==> src/rtl/core/fbld_pkg.sv <==
`default_nettype none

package fbld_pkg;

  // Frame store geometry: one byte holds eight rows of one column
  localparam int unsigned STORE_DEPTH = 864;
  localparam int unsigned ADDR_W      = 10;
  localparam int unsigned BYTE_W      = 8;
  localparam int unsigned COORD_W     = 8;
  localparam int unsigned COUNT_W     = 9;
  localparam int unsigned ERR_W       = 10;
  localparam int unsigned IDX_W       = 13;

  // Panel defaults
  localparam int unsigned PANEL_WIDTH_DEF  = 96;
  localparam int unsigned PANEL_HEIGHT_DEF = 68;
  localparam int unsigned PAGE_COUNT_DEF   = 9;

  // Command codes carried on tuser
  typedef enum logic [1:0] {
    FUNC_DRAW  = 2'd0,
    FUNC_CLEAR = 2'd1,
    FUNC_READ  = 2'd2
  } func_e;

  // Line walker phases
  typedef enum logic [1:0] {
    WALK_IDLE  = 2'd0,
    WALK_SETUP = 2'd1,
    WALK_STEP  = 2'd2
  } walk_phase_e;

  // Top-level sequencer states
  typedef enum logic [2:0] {
    ST_IDLE  = 3'd0,
    ST_CLEAR = 3'd1,
    ST_DRAW  = 3'd2,
    ST_DRAIN = 3'd3,
    ST_READ  = 3'd4,
    ST_OUT   = 3'd5
  } top_state_e;

  // One pixel produced by the walker
  typedef struct packed {
    logic               valid;
    logic               last;
    logic [COORD_W-1:0] x;
    logic [COORD_W-1:0] y;
  } pixel_t;

endpackage

`default_nettype wire

==> src/rtl/core/fbld_walker.sv <==
`default_nettype none

module fbld_walker (
  input  wire logic                          clk_i,
  input  wire logic                          rst_ni,
  input  wire logic                          start_i,
  input  wire logic [fbld_pkg::COORD_W-1:0]  start_x_i,
  input  wire logic [fbld_pkg::COORD_W-1:0]  start_y_i,
  input  wire logic [fbld_pkg::COORD_W-1:0]  end_x_i,
  input  wire logic [fbld_pkg::COORD_W-1:0]  end_y_i,
  output fbld_pkg::pixel_t                   pixel_o
);

  localparam int unsigned CW = fbld_pkg::COORD_W;
  localparam int unsigned EW = fbld_pkg::ERR_W;

  fbld_pkg::walk_phase_e phase_q, phase_d;

  logic          steep_q, up_q;
  logic [CW-1:0] ax_q, ay_q, bx_q, by_q;
  logic [CW-1:0] major_q, minor_q, end_q, dx_q, dy_q;
  logic [EW-1:0] err_q;

  logic [CW-1:0] adx, ady;
  logic          steep, swap, last;
  logic [CW-1:0] lo_major, lo_minor, hi_major, hi_minor;
  logic [EW-1:0] err_sub;

  // Axis lengths of the incoming command
  assign adx   = (start_x_i > end_x_i) ? start_x_i - end_x_i : end_x_i - start_x_i;
  assign ady   = (start_y_i > end_y_i) ? start_y_i - end_y_i : end_y_i - start_y_i;
  assign steep = ady > adx;

  // Order endpoints along the major axis
  assign swap     = ax_q > bx_q;
  assign lo_major = swap ? bx_q : ax_q;
  assign lo_minor = swap ? by_q : ay_q;
  assign hi_major = swap ? ax_q : bx_q;
  assign hi_minor = swap ? ay_q : by_q;

  // Shared error update: subtract dy, the sign bit says when to move the minor axis
  assign err_sub = err_q - {{(EW-CW){1'b0}}, dy_q};
  assign last    = major_q == end_q;

  always_ff @(posedge clk_i or negedge rst_ni) begin
    if (!rst_ni) begin
      phase_q <= fbld_pkg::WALK_IDLE;
    end else begin
      phase_q <= phase_d;
    end
  end

  always_comb begin
    phase_d       = phase_q;
    pixel_o.valid = 1'b0;
    pixel_o.last  = last;
    pixel_o.x     = steep_q ? minor_q : major_q;
    pixel_o.y     = steep_q ? major_q : minor_q;
    unique case (phase_q)
      fbld_pkg::WALK_IDLE: begin
        if (start_i) begin
          phase_d = fbld_pkg::WALK_SETUP;
        end
      end
      fbld_pkg::WALK_SETUP: begin
        phase_d = fbld_pkg::WALK_STEP;
      end
      fbld_pkg::WALK_STEP: begin
        pixel_o.valid = 1'b1;
        if (last) begin
          phase_d = fbld_pkg::WALK_IDLE;
        end
      end
      default: begin
        phase_d = fbld_pkg::WALK_IDLE;
      end
    endcase
  end

  // Walker datapath
  always_ff @(posedge clk_i) begin
    if (phase_q == fbld_pkg::WALK_IDLE && start_i) begin
      steep_q <= steep;
      ax_q    <= steep ? start_y_i : start_x_i;
      ay_q    <= steep ? start_x_i : start_y_i;
      bx_q    <= steep ? end_y_i : end_x_i;
      by_q    <= steep ? end_x_i : end_y_i;
    end
    if (phase_q == fbld_pkg::WALK_SETUP) begin
      major_q <= lo_major;
      minor_q <= lo_minor;
      end_q   <= hi_major;
      dx_q    <= hi_major - lo_major;
      dy_q    <= (lo_minor > hi_minor) ? lo_minor - hi_minor : hi_minor - lo_minor;
      up_q    <= lo_minor < hi_minor;
      err_q   <= {{(EW-CW+1){1'b0}}, hi_major[CW-1:1] - lo_major[CW-1:1]
                  - {{(CW-2){1'b0}}, (lo_major[0] & ~hi_major[0])}};
    end
    if (phase_q == fbld_pkg::WALK_STEP) begin
      major_q <= major_q + 1'b1;
      if (err_sub[EW-1]) begin
        err_q   <= err_sub + {{(EW-CW){1'b0}}, dx_q};
        minor_q <= up_q ? minor_q + 1'b1 : minor_q - 1'b1;
      end else begin
        err_q   <= err_sub;
      end
    end
  end

endmodule

`default_nettype wire

==> config.mk <==
export PLATFORM = sky130hd
export DESIGN_NAME = fbld_walker
export DESIGN_NICKNAME = d
export VERILOG_FILES = /design/src/rtl/core/fbld_pkg.sv /design/src/rtl/core/fbld_walker.sv
export SDC_FILE = /design/constraint.sdc
export NUM_CORES = 1
export LEC_CHECK = 0
export ABC_AREA = 0
export BUFFER_PORTS_ARGS = -buffer_cell sky130_fd_sc_hd__buf_4
export CAP_MARGIN = 15
export CORE_MARGIN = 5
export CORE_UTILIZATION = 42
export DETAILED_ROUTE_END_ITERATION = 10
export HOLD_SLACK_MARGIN = 0.02
export PLACE_DENSITY = 0.58
export SYNTH_ARGS = -nofsm -noshare
export SYNTH_HDL_FRONTEND = slang
export SYNTH_SLANG_ARGS = --single-unit
export TNS_END_PERCENT = 1
==> constraint.sdc <==
create_clock -name clk_i -period 4.48 [get_ports clk_i]
set_input_delay 0.896 -clock clk_i [delete_from_list [all_inputs] [get_ports clk_i]]
set_output_delay 0.896 -clock clk_i [all_outputs]
set_load 0.05 [all_outputs]
==> results of run 1 <==
## path summary, 6_finish.rpt
kind	endpoint	slack (ns)	cells past startpoint
worst max-delay path	bx_q[1]$_DFFE_PP_	0.09	22
max in group asynchronous	phase_q[0]$_DFFE_PN0P_	4.09	1
worst min register to register	phase_q[1]$_DFFE_PN0P_	0.56	1
worst max register to register	err_q[5]$_DFFE_PP_	0.31	16
worst min-delay path	phase_q[1]$_DFFE_PN0P_	0.31	1
min in group clk_i	phase_q[1]$_DFFE_PN0P_	0.56	1
## layer usage
metal	GRT usage (%)	vias to the layer above	part of all wire, %
met4	7.18	0	2.7
met1	22.8	3038	46
met3	2.02	26	2.9
li1	-	3377	-
met5	0	-	0
met2	31.8	118	48
## synth_stat cells (3+ instances only)
master / count
nand2b_1: 10
a211oi_1: 7
o22ai_1: 5
mux2_2: 27
o21ai_1: 3
nor3_1: 13
xor2_1: 16
nor2b_1: 20
nand3_1: 15
ha_1: 81
a21boi_0: 3
a21o_1: 15
xnor2_1: 45
nand4_1: 8
and3_1: 5
or2_2: 6
nand2_1: 100
maj3_1: 10
edfxtp_1: 76
buf_2: 6
and2_1: 4
nor2_1: 40
fa_1: 9
a21oi_1: 62
inv_1: 95
dfxtp_1: 8
o21bai_1: 10
o21ai_0: 74
mux2i_1: 20
o211ai_1: 16
clkbuf_1: 22
or3_1: 3
a31oi_1: 4
buf_1: 3
## registers in the layout, summed over array words and instances (netlist names)
name / flops
ax_q: 8
bx_q: 8
phase_q: 2
up_q: 1
end_q: 8
dy_q: 8
steep_q: 1
by_q: 8
err_q: 10
minor_q: 8
dx_q: 8
major_q: 8
ay_q: 8
## per-stage QoR
step | util (%) | instances | hold WS [ns] | setup TNS [ns] | worst slack [ns]
global route | 50.7 | 1245 | 0.302 | -3.53 | -0.159
floorplan | - | 892 | 0.491 | 0 | 0.0174
CTS | 50.5 | 1243 | 0.301 | 0 | 0.00581
detailed placement | 49.0 | 1227 | 0.534 | -10.35 | -0.368
global placement | 49.0 | 1227 | 0.540 | -8.28 | -0.278
finish | 50.7 | 1245 | 0.309 | 0 | 0.0866
## logic make-up after synthesis
family / count (synthesis) / synth area share (%)
and+or+nand+nor: 235 / 14.0
AOI/OAI and AO/OA: 233 / 18.5
buffers and inverters: 128 / 6.29
adders and majority gates: 100 / 16.3
DFF: 86 / 31.4
xor gates and xnor gates: 61 / 6.73
muxes: 49 / 6.73
## worst reg2reg max path: cells and delay by family, from the launching register on
| kind | cells | cell delay [ns] |
|---|---|---|
| flip-flops | 1 | 0.41 |
| buffers and inverters | 3 | 0.28 |
| AND/OR/NAND/NOR | 2 | 0.49 |
| XOR/XNOR | 1 | 0.18 |
| AO/OA/AOI/OAI | 7 | 1.55 |
| adder cells (fa/ha/maj) | 3 | 1.01 |
## what timing repair did
item                                   in CTS  in global routing
setup endpoints to repair                   1                 33
setup buffers                               0                  2
endpoints found under the hold margin       0                  0
pin swaps                                   1                  1
resized for setup                           1                  3
## cell type report
cell class / count / area, um2
sequential: 86 / 2490
timing repair buffer: 136 / 1050
clock inverter: 6 / 45.0
tap: 234 / 293
multi-input combinational: 678 / 4980
clock buffer: 10 / 229
fill: 1822 / 9200
inverter: 95 / 357
==> impl_metrics.json, run 1 <==
{
  "status": "finished, final reports clean",
  "async_reset_ff_share_pct": 2.33,
  "crit_type": "primary input to register",
  "synth_nets": 1017,
  "grt_pass1_wl_um": 31600,
  "crit_path_start": "start_x_i[0]",
  "cts.sinks": 86,
  "synth_cell_type_count": 72,
  "synth_warnings": 0,
  "dieArea_um2": 21700,
  "row_count": 50,
  "hpwl_um": 15900,
  "chipHeight_um": 147,
  "syn_inst": 892,
  "cts-buffers-inserted": 9,
  "drt_iter0_drc": 389,
  "final_common_cell": "buf_4",
  "io_pins": 53,
  "track_usage_pct": 18.1,
  "final_hold_viol_count": 0,
  "postPlaceCellArea_um2": 9140,
  "worst_skew_pair.late_latency_ns": 0.36,
  "vias_per_cell": 5.27,
  "mostFrequentLayoutCells": "buf_4 (134), nand2_1 (99), inv_1 (95)",
  "synth_top_flop_cell": "edfxtp_1",
  "slew_headroom_pct": 44.6,
  "fmax_mhz": 228,
  "cpPeakStageDelay_ns": 0.34,
  "timing.rr.start": "bx_q[3]$_DFFE_PP_",
  "vias": 6559,
  "synth_edf_count": 76,
  "cp_num_buf_inv": 4,
  "synth_area_leaders": "edfxtp_1 (29%), ha_1 (13%), xnor2_1 (5.0%)",
  "cts_hold_buf": 0,
  "setup_violations": 0,
  "worstPathArrival_ns": 4.48,
  "crit_family": "compound AO/OA/AOI/OAI gates",
  "finalMaxSlewViolations": 0,
  "worstHoldPathType": "primary input to asynchronous set/reset pin",
  "drc_errors": 0,
  "cts_tree": "yes",
  "maxCapViolations": 0,
  "drive_above_1_share_pct": 21.0,
  "wl_per_cell_um": 15.6,
  "fin_area_um2": 9440,
  "worst_slew_pin_slew_ns": 0.831,
  "drt-total-wl_um": 19400,
  "crit_path_cell_trace": "buf_4, inv_1, ha_1, inv_1, fa_2, a21o_1, a21oi_2, o221ai_2, and2_1, mux2_4, a221oi_2, o21ai_2, a21o_1, a21oi_2, xnor2_1, ha_1, nand4_1, o21ai_2, nand2_4, buf_12, nand2_1, o21ai_0",
  "finalNetCount": 1131,
  "die_x_um": 147,
  "gp_congestion": 0.928,
  "period_share_pct": 98.1,
  "start_util_pct": 42.6,
  "seq_area_frac_synth_pct": 31.4,
  "htreeDepth": 3,
  "grt_antenna_before_repair": 0,
  "area_delta_synth_final_pct": 19.0,
  "fin_skew_ns": 0.0117,
  "syn_area_um2": 7940,
  "cp_max_fo": 25,
  "yosys.area.top_type": "edfxtp_1",
  "finalCriticalPeriod_ns": 4.39,
  "grt_max_degree": 34,
  "ant_nets": 0,
  "portBuffers": 52,
  "cts_max_path_buffers": 2,
  "cts_root_buffer": "clkbuf_16",
  "synth.avg_cell_area_um2": 8.90,
  "worstPathRequired_ns": 4.57,
  "grt_overflow": 0,
  "synth_top_area_share_pct": 28.8,
  "dr.pass1.iters": 5,
  "core-area_um2": 18600,
  "cts.clk_slew.worst_paths_ns": 0.07,
  "ys_ff_latch": 86,
  "num_antenna_cells": 0,
  "grt_setup_unrepaired": "yes",
  "critPathLaunchType": "primary input",
  "grt_pass1_vias": 6475,
  "endpoint_kind": "register",
  "critPathSlowestCell": "fa_2"
}
Power of run 1 is not shown: default switching activity piles up to over one toggle a cycle in this logic, so the estimate is an artifact.
==> run 2, diff against run 1 <==
==> constraint.sdc (replaced) <==
create_clock -name clk_i -period 4.7 [get_ports clk_i]
set_input_delay 0.94 -clock clk_i [delete_from_list [all_inputs] [get_ports clk_i]]
set_output_delay 0.94 -clock clk_i [all_outputs]
set_load 0.05 [all_outputs]
==> run 2 against run 1 <==
  * Core utilization fell by 0.43 points
  * Critical path depth up 1
  * Via count decreased by 2.2%
  * Setup slack improved by 0.039 ns
  * Hold slack gained 0.045 ns
  * Count of clock-buffer cells in the layout decreased by 1
  * First-iteration DRC count shrank 3.6%
  * Final cell count shrank 2.5%
  * Non-clock buffer count is 31 lower
  * Global-route usage is essentially flat
  * Largest cell class unchanged
==> impl_metrics.json, run 2 (synthesis gave the netlist of run 1 again) <==
{
  "crit_top_cell": "o21ai_2",
  "setup_violations": 0,
  "worstHoldPathType": "primary input to asynchronous set/reset pin",
  "final_hold_viol_count": 0,
  "drc_errors": 0,
  "vias_per_cell": 5.29,
  "chipHeight_um": 147,
  "largest_reg_flops": 10,
  "die_x_um": 147,
  "crit_path_start": "start_x_i[0]",
  "portBuffers": 52,
  "r2r_end": "dy_q[3]$_DFFE_PN_",
  "fmax_mhz": 219,
  "fin_util_pct": 50.2,
  "critPathLaunchType": "primary input",
  "grt_overflow": 0,
  "worstPathRequired_ns": 4.81,
  "crit_type": "primary input to register",
  "slew_headroom_pct": 45.1,
  "endpoint_kind": "register",
  "num_antenna_cells": 0,
  "cp.depth": 23,
  "htreeDepth": 3,
  "worst_skew_pair.late_latency_ns": 0.35,
  "cp_max_fo": 10,
  "drive_above_1_share_pct": 19.5,
  "grt_max_degree": 34,
  "regToRegSetupSlack_ns": 0.46,
  "finalMaxSlewViolations": 0,
  "timing.rr.start": "ax_q[5]$_DFFE_PP_",
  "top_register": "err_q",
  "grt_pass1_vias": 6369,
  "cts-buffers-inserted": 9,
  "cts_root_buffer": "clkbuf_16",
  "ant_nets": 0,
  "crit_family": "compound AO/OA/AOI/OAI gates",
  "cpPeakStageDelay_ns": 0.38,
  "fin_skew_ns": 0.0119,
  "io_pins": 53,
  "drt_iter0_drc": 375,
  "drt-total-wl_um": 19400,
  "reg2reg_depth": 16,
  "crit_path_cell_trace": "buf_6, inv_4, ha_4, inv_2, fa_2, a21o_1, a21oi_2, o221ai_2, and2_4, mux2_4, a221oi_4, o21ai_2, a21o_1, a21oi_2, xnor2_1, ha_1, nand4_1, o21ai_2, nand2_4, buf_6, clkbuf_16, nand2_1, o21ai_2",
  "grt_pass1_wl_um": 31800,
  "track_usage_pct": 18.1,
  "finalNetCount": 1100,
  "grt_setup_unrepaired": "yes",
  "vias": 6416,
  "period_share_pct": 97.3,
  "core-area_um2": 18600,
  "dieArea_um2": 21700,
  "area_delta_synth_final_pct": 18.0,
  "worst_slew_pin_slew_ns": 0.823,
  "cts_tree": "yes",
  "final_common_cell": "nand2_1",
  "cts_max_path_buffers": 2,
  "maxCapViolations": 0,
  "gp_congestion": 0.879,
  "grt_antenna_before_repair": 0,
  "cts.clk_slew.worst_paths_ns": 0.07,
  "finalCriticalPeriod_ns": 4.57,
  "row_count": 50,
  "cp_num_buf_inv": 5,
  "critPathSlowestCell": "fa_2",
  "cts.sinks": 86,
  "dr.pass1.iters": 5,
  "start_util_pct": 42.6,
  "mostFrequentLayoutCells": "nand2_1 (98), buf_4 (97), inv_1 (92)",
  "hpwl_um": 15500,
  "wl_per_cell_um": 16.0,
  "worstPathArrival_ns": 4.69,
  "status": "finished, final reports clean"
}
run 2: cell count changes in the layout (fill, tap and decap cells not counted), sizes merged:
cell,before,now
clkinvlp,3,1
inv,97,100
buf,136,103
clkbuf,10,11
bufinv,0,1
clkinv,1,0
run 2: cell type report:
cell class	count	area [um2]
flip-flops and latches	86	2490
inverters	95	364
fillers	1819	9280
repair buffers	105	880
clock buffers	9	225
multi-input cells	678	5020
clock inverters	7	86.3
well taps	234	293
run 2: how the worst max path moves through the flow:
stage	slack, ns	to
floorplan	-0.03	ax_q[0]$_DFFE_PP_
global placement	-0.55	ax_q[7]$_DFFE_PP_
detailed placement	-0.56	ax_q[2]$_DFFE_PP_
CTS	0.003	ax_q[2]$_DFFE_PP_
global route	-0.09	ax_q[7]$_DFFE_PP_
finish	0.13	by_q[6]$_DFFE_PP_
run 2: layer usage:
| layer | GRT usage (%) | up-vias | share of wire (%) |
|---|---|---|---|
| li1 | - | 3317 | - |
| met1 | 24.0 | 2981 | 46 |
| met2 | 31.4 | 101 | 49 |
| met3 | 2.45 | 17 | 3.1 |
| met4 | 4.24 | 0 | 1.2 |
| met5 | 0 | - | 0 |
run 2: what timing repair did:
action,CTS,global route
gates cloned,1,2
setup endpoints to repair,33,33
setup buffers,4,3
pin swaps,3,21
resized for setup,7,37
hold buffers,0,0
run 2: worst register-to-register path, cell delays in order (launching register included):
cell       delay, ns
edfxtp_1        0.51
ha_1            0.45
and4_1          0.27
and2b_1         0.20
o21ai_2         0.11
nand2_2         0.17
buf_4           0.25
nor2_1          0.12
a21oi_1         0.05
ha_1            0.19
nand3b_1        0.20
o2111ai_2       0.27
a311oi_2        0.17
o31ai_2         0.52
nor2_4          0.13
mux2i_1         0.16
xnor2_1         0.18
run 2: stage by stage:
| stage | hold WS (ns) | area (um2) | cells | TNS, ns | setup WS, ns |
|---|---|---|---|---|---|
| floorplan | 0.491 | 7940 | 892 | -0.728 | -0.0299 |
| global placement | 0.543 | 8830 | 1190 | -16.46 | -0.548 |
| detailed placement | 0.548 | 8830 | 1190 | -17.32 | -0.563 |
| CTS | 0.343 | 9230 | 1211 | 0 | 0.00347 |
| global route | 0.346 | 9360 | 1214 | -1.17 | -0.0865 |
| finish | 0.355 | 9360 | 1214 | 0 | 0.125 |
Power of run 2 is left out for the same reason.
==> run 3, diff against run 2 <==
--- a/config.mk
+++ b/config.mk
@@ -5,7 +5,7 @@
 export SDC_FILE = /design/constraint.sdc
 export NUM_CORES = 1
 export LEC_CHECK = 0
-export ABC_AREA = 0
+export ABC_AREA = 1
 export BUFFER_PORTS_ARGS = -buffer_cell sky130_fd_sc_hd__buf_4
 export CAP_MARGIN = 15
 export CORE_MARGIN = 5
==> run 3 against run 2 <==
  * Largest cell class unchanged
  * Critical path type is now register to register
  * Maximum frequency increased by 7.6%
  * Final cell count grew 12%
  * Sequential share of layout area grew 1.3 points
  * Critical endpoint is now err_q[6]$_DFFE_PP_
  * Highest routed layer unchanged
  * Hold slack improved by 0.0012 ns
  * Area after synthesis rose by 0.32%
  * Routed wire length grew 3.9%
  * Via count grew 6.1%
  * Critical path depth shrank 4
  * Setup slack improved by 0.32 ns
  * Count of clock-buffer cells in the layout grew 2
==> impl_metrics.json, run 3 <==
{
  "period_share_pct": 90.5,
  "crit_path_cell_trace": "inv_1, ha_1, nand2_2, nor2_4, nand4_4, nand2_4, buf_4, inv_1, nand2_1, o21ai_0, or2_2, ha_1, a21oi_1, nor2_1, nor2_1, xor2_1, a21oi_1, o21ai_1, nand2_1",
  "top_register": "err_q",
  "worstPathRequired_ns": 4.81,
  "critPathSlowestCell": "edfxtp_1",
  "synth_top_flop_cell": "edfxtp_1",
  "finalNetCount": 1240,
  "async_reset_ff_share_pct": 2.33,
  "row_count": 50,
  "htreeDepth": 3,
  "grt_pass1_vias": 6426,
  "core-area_um2": 18700,
  "seq_area_frac_synth_pct": 31.3,
  "worstHoldPathType": "primary input to asynchronous set/reset pin",
  "grt_pass1_wl_um": 32800,
  "crit_type": "register to register",
  "setup_violations": 0,
  "fmax_mhz": 235,
  "grt_antenna_before_repair": 0,
  "start_util_pct": 42.6,
  "cts_hold_buf": 0,
  "ant_nets": 0,
  "synth_edf_count": 76,
  "largest_reg_flops": 10,
  "place_ws_ns": 0.347,
  "drt_iter0_drc": 428,
  "status": "finished, final reports clean",
  "worstPathArrival_ns": 4.36,
  "maxCapViolations": 0,
  "final_common_cell": "nand2_1",
  "final_hold_viol_count": 0,
  "slew_headroom_pct": 41.6,
  "endpoint_kind": "register",
  "worst_slew_pin_slew_ns": 0.876,
  "ys_ff_latch": 86,
  "gp_congestion": 0.907,
  "synth.most_common_cell": "nand2_1",
  "drive_above_1_share_pct": 10.5,
  "crit_path_start": "bx_q[6]$_DFFE_PP_",
  "fin_skew_ns": 0.0109,
  "critPathLaunchType": "register",
  "cp_max_fo": 31,
  "vias": 6806,
  "timing.rr.start": "bx_q[6]$_DFFE_PP_",
  "wl_per_cell_um": 14.9,
  "portBuffers": 52,
  "cts_max_path_buffers": 2,
  "die_x_um": 148,
  "chipHeight_um": 148,
  "synth_warnings": 0,
  "synth_nets": 1192,
  "cts.clk_slew.worst_paths_ns": 0.07,
  "cp_num_buf_inv": 3,
  "hpwl_um": 16500,
  "yosys.area.top_type": "edfxtp_1",
  "vias_per_cell": 5.03,
  "synth.avg_cell_area_um2": 7.46,
  "worst_skew_pair.late_latency_ns": 0.35,
  "finalCriticalPeriod_ns": 4.25,
  "drt-total-wl_um": 20200,
  "cts-buffers-inserted": 9,
  "worst_slack_ns": 0.449,
  "cts.sinks": 86,
  "grt_max_degree": 64,
  "cts_tree": "yes",
  "synthTopCellsByCount": "nand2_1 (285), inv_1 (163), o21ai_0 (99), ha_1 (81), edfxtp_1 (76)",
  "crit_family": "simple AND/OR/NAND/NOR gates",
  "synth_top_area_share_pct": 28.7,
  "dr.pass1.iters": 5,
  "cpPeakStageDelay_ns": 0.47,
  "syn_inst": 1067,
  "dieArea_um2": 21800,
  "fin_util_pct": 47.7,
  "area_delta_synth_final_pct": 12.1,
  "synth_cell_type_count": 44,
  "mostFrequentLayoutCells": "nand2_1 (285), inv_1 (163), o21ai_0 (99)",
  "synth_area_leaders": "edfxtp_1 (29%), nand2_1 (13%), ha_1 (13%)",
  "grt_overflow": 0,
  "finalMaxSlewViolations": 0,
  "finalSetupTns_ns": 0,
  "syn_area_um2": 7960,
  "cts_setup_buffers": 0,
  "stdcell_count": 1354,
  "track_usage_pct": 18.8,
  "cts_root_buffer": "clkbuf_16",
  "fillers": 1905,
  "num_antenna_cells": 0,
  "grt_setup_unrepaired": "no",
  "dp_cells": 1338,
  "io_pins": 53,
  "drc_errors": 0,
  "cts-resized-gates": 0
}
## run 3: kinds of logic after synthesis
family | Yosys count | share of synthesized area, %
mux | 8 | 1.10
fa+ha+maj | 90 | 15.0
xor+xnor | 47 | 5.17
buf+inv | 189 | 9.38
simple gates | 431 | 23.1
flops | 86 | 31.3
compound gates | 216 | 14.9
## run 3: final timing paths
kind	endpoint	slack, ns	cells after the start
max	err_q[6]$_DFFE_PP_	0.45	19
min	phase_q[0]$_DFFE_PN0P_	0.36	1
max reg2reg	err_q[6]$_DFFE_PP_	0.45	19
min reg2reg	minor_q[3]$_DFF_P_	0.54	2
max in group asynchronous	phase_q[1]$_DFFE_PN0P_	4.26	1
min in group clk_i	minor_q[3]$_DFF_P_	0.54	2
## run 3: routing by layer
layer / GRT usage (%) / part of all wire, % / up-vias
li1: - / - / 3613
met2: 30.9 / 46 / 147
met1: 25.1 / 47 / 3015
met5: 0 / 0 / -
met3: 2.58 / 4.5 / 31
met4: 7.13 / 2.5 / 0
## run 3: through the flow
step	instance area (um2)	hold WS [ns]
global placement	8590	0.516
detailed placement	8590	0.521
finish	8930	0.356
CTS	8930	0.342
floorplan	7960	0.489
global route	8930	0.344
## run 3: cell type report
cell class | instances | area (um2) | share of cell area, %
Timing Repair Buffer | 58 | 448 | 5.02
Clock buffer | 11 | 233 | 2.61
Sequential cell | 86 | 2490 | 27.9
Clock inverter | 5 | 108 | 1.21
Tap cell | 234 | 293 | 3.28
Multi-Input combinational cell | 792 | 4720 | 52.9
Inverter | 168 | 631 | 7.06
Power of run 3 is left out for the same reason.
